**config.mk**
```make
export PLATFORM = sky130hd
export DESIGN_NAME = address_keyed_wait_table_core
export DESIGN_NICKNAME = d
export VERILOG_FILES = /design/src/rtl/akwt_pkg.sv /design/src/rtl/akwt_ctrl.sv /design/src/rtl/akwt_datapath.sv /design/src/rtl/address_keyed_wait_table_core.sv
export SDC_FILE = /design/constraint.sdc
export NUM_CORES = 1
export LEC_CHECK = 0
export ABC_AREA = 0
export BUFFER_PORTS_ARGS = -buffer_cell sky130_fd_sc_hd__buf_2
export CORE_ASPECT_RATIO = 1.4
export CORE_UTILIZATION = 34
export CTS_BUF_LIST = sky130_fd_sc_hd__clkbuf_2 sky130_fd_sc_hd__clkbuf_4 sky130_fd_sc_hd__clkbuf_8
export CTS_CLUSTER_DIAMETER = 80
export DETAILED_ROUTE_END_ITERATION = 6
export SYNTH_ARGS = -nofsm -noshare
export SYNTH_HDL_FRONTEND = slang
export SYNTH_SLANG_ARGS = --single-unit
```
**constraint.sdc**
```tcl
create_clock -name clk -period 7.5 [get_ports clk]
set_input_delay 1.5 -clock clk [delete_from_list [all_inputs] [get_ports clk]]
set_output_delay 1.5 -clock clk [all_outputs]
set_load 0.05 [all_outputs]
```
**src/rtl/akwt_pkg.sv**
```systemverilog
package akwt_pkg;

	localparam int TABLE_ENTRIES = 16;
	localparam int MAX_RESULTS   = 16;
	localparam int IDX_W         = (TABLE_ENTRIES > 1) ? $clog2(TABLE_ENTRIES) : 1;
	localparam int CNT_W         = $clog2(MAX_RESULTS + 1);
	localparam int ADDR_W        = 64;
	localparam int THR_W         = 8;
	localparam int LIMIT_W       = 8;

	typedef enum logic [1:0] {
		OP_WAIT    = 2'd0,
		OP_WAKE    = 2'd1,
		OP_REQUEUE = 2'd2,
		OP_CLEAR   = 2'd3
	} op_t;

	typedef enum logic [1:0] {
		ST_IDLE,
		ST_SINGLE,
		ST_SCAN,
		ST_FINISH
	} state_t;

	typedef struct packed {
		logic load;
		logic commit;
		logic step;
		logic finish;
	} dp_cmd_t;

	typedef struct packed {
		logic out_free;
		logic emit_needed;
		logic scan_end;
	} dp_stat_t;

endpackage

```
**src/rtl/akwt_ctrl.sv**
```systemverilog
module akwt_ctrl import akwt_pkg::*; (
	input  logic     clk,
	input  logic     arst_n,
	input  logic     in_valid,
	input  logic     in_ready_op_single,
	output logic     in_ready,
	input  dp_stat_t stat,
	output dp_cmd_t  cmd
);

	state_t state_q, state_d;

	always_ff @(posedge clk or negedge arst_n) begin
		if (!arst_n) begin
			state_q <= ST_IDLE;
		end else begin
			state_q <= state_d;
		end
	end

	always_comb begin
		state_d  = state_q;
		cmd      = '0;
		in_ready = 1'b0;
		unique case (state_q)
			ST_IDLE: begin
				in_ready = 1'b1;
				if (in_valid) begin
					cmd.load = 1'b1;
					state_d  = in_ready_op_single ? ST_SINGLE : ST_SCAN;
				end
			end
			ST_SINGLE: begin
				if (stat.out_free) begin
					cmd.commit = 1'b1;
					state_d    = ST_IDLE;
				end
			end
			ST_SCAN: begin
				if (!(stat.emit_needed && !stat.out_free)) begin
					cmd.step = 1'b1;
					if (stat.scan_end) begin
						state_d = ST_FINISH;
					end
				end
			end
			ST_FINISH: begin
				if (stat.out_free) begin
					cmd.finish = 1'b1;
					state_d    = ST_IDLE;
				end
			end
			default: begin
				state_d = ST_IDLE;
			end
		endcase
	end

endmodule

```
**src/rtl/akwt_datapath.sv**
```systemverilog
module akwt_datapath import akwt_pkg::*; (
	input  logic               clk,
	input  logic               arst_n,
	input  logic [1:0]         operation,
	input  logic [ADDR_W-1:0]  address,
	input  logic [THR_W-1:0]   thread_id,
	input  logic [LIMIT_W-1:0] wake_limit,
	input  logic [ADDR_W-1:0]  new_address,
	input  dp_cmd_t            cmd,
	output dp_stat_t           stat,
	input  logic               out_ready,
	output logic               out_valid,
	output logic               status,
	output logic               woken_valid,
	output logic [THR_W-1:0]   woken_thread,
	output logic               last
);

	logic [TABLE_ENTRIES-1:0] entry_valid_q;
	logic [ADDR_W-1:0]        entry_addr_q [TABLE_ENTRIES];
	logic [THR_W-1:0]         entry_thr_q  [TABLE_ENTRIES];

	op_t               op_q;
	logic [ADDR_W-1:0] addr_q;
	logic [ADDR_W-1:0] new_addr_q;
	logic [THR_W-1:0]  thr_q;
	logic [CNT_W-1:0]  rem_q;
	logic [IDX_W-1:0]  idx_q;
	logic              pend_v_q;
	logic [THR_W-1:0]  pend_thr_q;

	logic              out_valid_q;
	logic              status_q;
	logic              woken_valid_q;
	logic [THR_W-1:0]  woken_thread_q;
	logic              last_q;

	logic             hit;
	logic             wake_hit;
	logic             full;
	logic [IDX_W-1:0] free_idx;

	assign hit      = entry_valid_q[idx_q] && (entry_addr_q[idx_q] == addr_q);
	assign wake_hit = hit && (rem_q != '0);
	assign full     = &entry_valid_q;

	always_comb begin
		free_idx = '0;
		for (int i = TABLE_ENTRIES - 1; i >= 0; i--) begin
			if (!entry_valid_q[i]) begin
				free_idx = IDX_W'(i);
			end
		end
	end

	assign stat.out_free    = !out_valid_q || out_ready;
	assign stat.emit_needed = wake_hit && pend_v_q;
	assign stat.scan_end    = (idx_q == IDX_W'(TABLE_ENTRIES - 1));

	// operation registers and scan state
	always_ff @(posedge clk) begin
		if (cmd.load) begin
			op_q       <= op_t'(operation);
			addr_q     <= address;
			new_addr_q <= new_address;
			thr_q      <= thread_id;
			rem_q      <= (wake_limit >= LIMIT_W'(MAX_RESULTS)) ? CNT_W'(MAX_RESULTS)
			                                                     : CNT_W'(wake_limit);
			idx_q      <= '0;
		end else if (cmd.step) begin
			idx_q <= idx_q + 1'b1;
			if (wake_hit) begin
				rem_q      <= rem_q - 1'b1;
				pend_thr_q <= entry_thr_q[idx_q];
			end
		end
	end

	always_ff @(posedge clk or negedge arst_n) begin
		if (!arst_n) begin
			pend_v_q <= 1'b0;
		end else if (cmd.load) begin
			pend_v_q <= 1'b0;
		end else if (cmd.step && wake_hit) begin
			pend_v_q <= 1'b1;
		end
	end

	// table
	always_ff @(posedge clk or negedge arst_n) begin
		if (!arst_n) begin
			entry_valid_q <= '0;
		end else if (cmd.commit) begin
			if (op_q == OP_WAIT) begin
				if (!full) begin
					entry_valid_q[free_idx] <= 1'b1;
				end
			end else begin
				for (int i = 0; i < TABLE_ENTRIES; i++) begin
					if (entry_valid_q[i] && entry_thr_q[i] == thr_q) begin
						entry_valid_q[i] <= 1'b0;
					end
				end
			end
		end else if (cmd.step && wake_hit) begin
			entry_valid_q[idx_q] <= 1'b0;
		end
	end

	always_ff @(posedge clk) begin
		if (cmd.commit && op_q == OP_WAIT && !full) begin
			entry_addr_q[free_idx] <= addr_q;
			entry_thr_q[free_idx]  <= thr_q;
		end else if (cmd.step && hit && !wake_hit && op_q == OP_REQUEUE) begin
			entry_addr_q[idx_q] <= new_addr_q;
		end
	end

	// result register
	always_ff @(posedge clk or negedge arst_n) begin
		if (!arst_n) begin
			out_valid_q <= 1'b0;
		end else if (cmd.commit || cmd.finish || (cmd.step && wake_hit && pend_v_q)) begin
			out_valid_q <= 1'b1;
		end else if (out_ready) begin
			out_valid_q <= 1'b0;
		end
	end

	always_ff @(posedge clk) begin
		if (cmd.commit) begin
			status_q       <= (op_q == OP_WAIT) && full;
			woken_valid_q  <= 1'b0;
			woken_thread_q <= '0;
			last_q         <= 1'b1;
		end else if (cmd.finish) begin
			status_q       <= 1'b0;
			woken_valid_q  <= pend_v_q;
			woken_thread_q <= pend_v_q ? pend_thr_q : '0;
			last_q         <= 1'b1;
		end else if (cmd.step && wake_hit && pend_v_q) begin
			status_q       <= 1'b0;
			woken_valid_q  <= 1'b1;
			woken_thread_q <= pend_thr_q;
			last_q         <= 1'b0;
		end
	end

	assign out_valid    = out_valid_q;
	assign status       = status_q;
	assign woken_valid  = woken_valid_q;
	assign woken_thread = woken_thread_q;
	assign last         = last_q;

endmodule

```
**src/rtl/address_keyed_wait_table_core.sv**
```systemverilog
// Address-keyed wait table: a 16-entry table of waiting threads keyed by address.
// Input channel (in_valid/in_ready) takes one operation per beat: wait, wake,
// requeue or clear thread. Output channel (out_valid/out_ready) returns result
// beats; every operation ends with a beat that has last set.
// Wait and clear: one result beat, registered once the result register is free.
// Wake and requeue: one sequential pass over the table, one entry per cycle
// while no result beat is stalled, then a closing beat; a woken thread is held
// back until the next wake hit or the close so that last can be marked.
// One operation is in flight at a time; in_ready is high while idle, and the
// next operation is taken even while the final result beat still waits.
// When the receiver stalls, the scan holds on the entry that needs to emit
// until the result register frees up; nothing is dropped.
// Reset empties the table (all entries invalid) and clears the result valid flag.
module address_keyed_wait_table_core import akwt_pkg::*; (
	input  logic               clk,
	input  logic               arst_n,
	input  logic               in_valid,
	output logic               in_ready,
	input  logic [1:0]         operation,
	input  logic [ADDR_W-1:0]  address,
	input  logic [THR_W-1:0]   thread_id,
	input  logic [LIMIT_W-1:0] wake_limit,
	input  logic [ADDR_W-1:0]  new_address,
	output logic               out_valid,
	input  logic               out_ready,
	output logic               status,
	output logic               woken_valid,
	output logic [THR_W-1:0]   woken_thread,
	output logic               last
);

	dp_cmd_t  cmd;
	dp_stat_t stat;
	logic     op_single;

	assign op_single = (operation == OP_WAIT) || (operation == OP_CLEAR);

	akwt_ctrl u_ctrl (
		.clk                (clk),
		.arst_n             (arst_n),
		.in_valid           (in_valid),
		.in_ready_op_single (op_single),
		.in_ready           (in_ready),
		.stat               (stat),
		.cmd                (cmd)
	);

	akwt_datapath u_dp (
		.clk          (clk),
		.arst_n       (arst_n),
		.operation    (operation),
		.address      (address),
		.thread_id    (thread_id),
		.wake_limit   (wake_limit),
		.new_address  (new_address),
		.cmd          (cmd),
		.stat         (stat),
		.out_ready    (out_ready),
		.out_valid    (out_valid),
		.status       (status),
		.woken_valid  (woken_valid),
		.woken_thread (woken_thread),
		.last         (last)
	);

endmodule
```
==> out/qor.yml <==
global_routing:
  gr-usage-all-layers: 0.1870
  overflow: 0
  grt_pass1_vias: 30500
  grt_pass1_wl_mm: 219.6
  antenna_found_initial: 7
  grt_max_degree: 94
floorplan:
  initial_core_util: 0.3425
  die_height_um: 477.7
  num_rows: 174
  coreArea_um2: 160500
  die_x_um: 341.8
  fp.dieArea_um2: 163300
  ios: 163
clock_network:
  clk_pin_slew_ns: 0.07
  ctsResizeCount: 0
  cts_buffer_depth: 3
  cts_buffers: 210
  cts_setup_buffers: 0
  cts_num_sinks: 1342
  h-tree-depth: 4
  cts_root_buffer: "clkbuf_8"
  cts_tree: "done"
  cts_hold_buf: 0
  clk-insertion-delay-late_ns: 0.97
layout:
  syn2layout_area_growth_pct: 14.93
  utilization: 0.3936
  nNetsFinal: 3403
  register_area_um2: 40040
  mostFrequentLayoutCell: "edfxtp_1"
  nFillCells: 14440
  final_cell_mix: "edfxtp_1, mux4_2, clkbuf_8, mux2i_1, buf_2"
  drive_above_1_share: 0.2814
  multi_input_area_um2: 14120
power_and_ir_drop:
  power_uw: 20190
  seq_power_share: 0.462
  comb_power_share: 0.225
  irDropWorstVdd_mv: 0.3461
  p_int_uw: 13910
  p_clk_frac: 0.312
  powerDensity_nw_per_um2: 319.7
  leakage_uw: 0.01993
  switching_share: 0.3111
  p_switching_uw: 6282
routing:
  post_drt_wl_per_cell_um: 27.81
  drt_wl_total_mm: 154.0
  drtPass1Iterations: 7
  drt_iter0_drc: 3165
  viasPerCell: 5.394
  drc: 9
  vias: 29870
  antenna_left: 0
worst_hold_path:
  hp-start: "u_dp.last"
  holdCritPathClass: "reg -> reg"
  hold_end: "u_dp.last"
  holdPathStages: 1
synthesis:
  avgSynthCellArea_um2: 18.79
  async_reset_ff_frac: 0.01490
  synth_edf_count: 1304
  syn_inst: 2925
  netlist_area_um2: 54950
  seq_area_frac_synth: 0.7282
  yosysWarnings: 0
  synth_nets: 3081
  synth.ff_latch_count: 1342
  synth_cell_type_count: 85
  synthFlopType: "edfxtp_1"
setup_path:
  crit_fanout: 43
  critPathCaptureType: "register"
  path_class: "reg -> reg"
  critPathSlowestCell: "dfxtp_4"
  r2r_cells: 12
  critical_path_buf_inv_count: 2
  slowest_delay_ns: 0.98
  worstPathRequired_ns: 8.13
  crit_arrival_ns: 7.37
  cp_cell_sequence: "nand2b_1 > o22ai_1 > o21ai_0 > o221ai_1 > nand4b_1 > nor4_1 > nand4_1 > nor4_1 > buf_4 > nand3_1 > o22ai_4 > buf_4"
  cp-start-kind: "register"
  ff2ff_setup_slack_ns: 0.76
  rr_endpoint: "u_dp.entry_addr_q[3][23]"
  cp_top_family: "simple AND/OR/NAND/NOR gates"
flow_run:
  timing.max_cap.violations: 0
timing:
  drv_slew: 0
  layout_min_cycle_time_ns: 6.740
  hold_violations: 0
  fin_skew_ns: 0.07478
  rsz0062_at_grt: "false"
  setup_tns_ns: 0
  slew_headroom: 0.2338
  worst_pin_slew_ns: 1.139
  layout_worst_path_cycle_share: 0.8986
  setup_viol: 0
  max_freq_mhz: 148.4
placement:
  hpwl_mm: 94.66
  place_congestion: 0.8731
  numPortBuffers: 162
run_status:
  failed_checks: "design-rule violations"
  status: "complete, but fails checks"
-- worst register-to-register path, delay by kind of cell, from the launching register on --
kind	cells	cell delay [ns]
buffers and inverters	2	0.53
AO/OA/AOI/OAI	4	1.96
AND/OR/NAND/NOR	6	2.95
flip-flops	1	0.98
-- cell usage after synthesis, drive strengths merged, types with 14 or more instances --
master  number  area share
nand3       38      0.0035
mux2        96       0.020
dfrtp       20      0.0091
nand2b      14      0.0016
nor2        64      0.0044
mux4       228       0.094
mux2i      167       0.030
xnor2       70       0.011
nand4       40      0.0046
nor4        28      0.0035
a22oi       34      0.0046
nor3        30      0.0027
buf        102       0.013
o211ai      19      0.0026
nand2      111      0.0076
edfxtp    1304        0.71
xor2       114       0.018
inv         32      0.0022
a21oi       41      0.0037
o22ai       46      0.0052
a221oi      24      0.0043
clkbuf      51      0.0035
o21ai       56      0.0052
dfxtp       18      0.0066
-- final cells by class --
type                       instances  share of cell area
clock buffer                     275             0.05379
inverter                          34            0.002160
clock inverter                   109             0.01349
timing repair buffer             263             0.03099
antenna                            6           0.0002377
tap                             2112             0.04184
multi-input combinational       1396              0.2235
sequential                      1342              0.6339
-- state kept, by name, summed over array words and instances, names as in the netlist, 8 cells and up, named ones only --
| register | cells |
|---|---|
| u_dp.entry_addr_q | 1024 |
| u_dp.woken_thread | 8 |
| u_dp.entry_thr_q | 128 |
| u_dp.pend_thr_q | 8 |
| u_dp.thr_q | 8 |
| u_dp.new_addr_q | 64 |
| u_dp.addr_q | 64 |
| u_dp.entry_valid_q | 16 |
-- kinds of logic (layout without fill, tap and decap cells) --
kind of cell / after synthesis / in the layout / synth area share
AO/OA/AOI/OAI: 318 / 318 / 0.04071
XOR/XNOR: 184 / 184 / 0.02933
adder cells (fa/ha/maj): 6 / 6 / 0.001366
buffers and inverters: 187 / 681 / 0.01910
flip-flops: 1342 / 1342 / 0.7282
multiplexers: 491 / 491 / 0.1441
other: 0 / 6 / 0
AND/OR/NAND/NOR: 397 / 397 / 0.03716
-- layer usage --
layer  vias up  GRT usage  part of all wire
li1      12610          -                 -
met1     15710     0.2463              0.41
met2      1286     0.3115              0.50
met3       247    0.03415             0.067
met4         6    0.05909             0.027
met5         -          0           0.00027
-- power by group through the flow --
| stage | sequential [µW] | combinational [µW] | clock, µW |
|---|---|---|---|
| finish | 9330 | 4550 | 6310 |
| global route | 9360 | 4790 | 6720 |
| CTS | 9330 | 4580 | 6410 |
| detailed placement | 9480 | 4560 | 0 |
| global placement | 9480 | 4540 | 0 |
| floorplan | 9140 | 3180 | 0 |
-- worst max-delay path by stage --
stage	startpoint	end	slack (ns)	cells past startpoint
after global placement	register	u_dp.entry_addr_q[3][23]	0.72	12
after CTS	register	u_dp.entry_addr_q[3][5]	0.75	14
after global routing	register	u_dp.entry_addr_q[3][23]	0.58	14
final	register	u_dp.entry_addr_q[3][23]	0.76	12
after floorplan	register	u_dp.entry_addr_q[0][0]	0.41	14
after detailed placement	register	u_dp.entry_addr_q[3][9]	0.81	14
-- metrics by stage --
step	cells	setup WS, ns	area, µm²	hold WS, ns
CTS	5531	0.7524	63140	0.4453
floorplan	2925	0.4099	54960	0.4621
global placement	5147	0.7153	58890	0.4554
global route	5536	0.5814	63150	0.4855
finish	5537	0.7605	63150	0.4721
detailed placement	5147	0.8073	58890	0.4557
(Power assumes the default switching activity.)
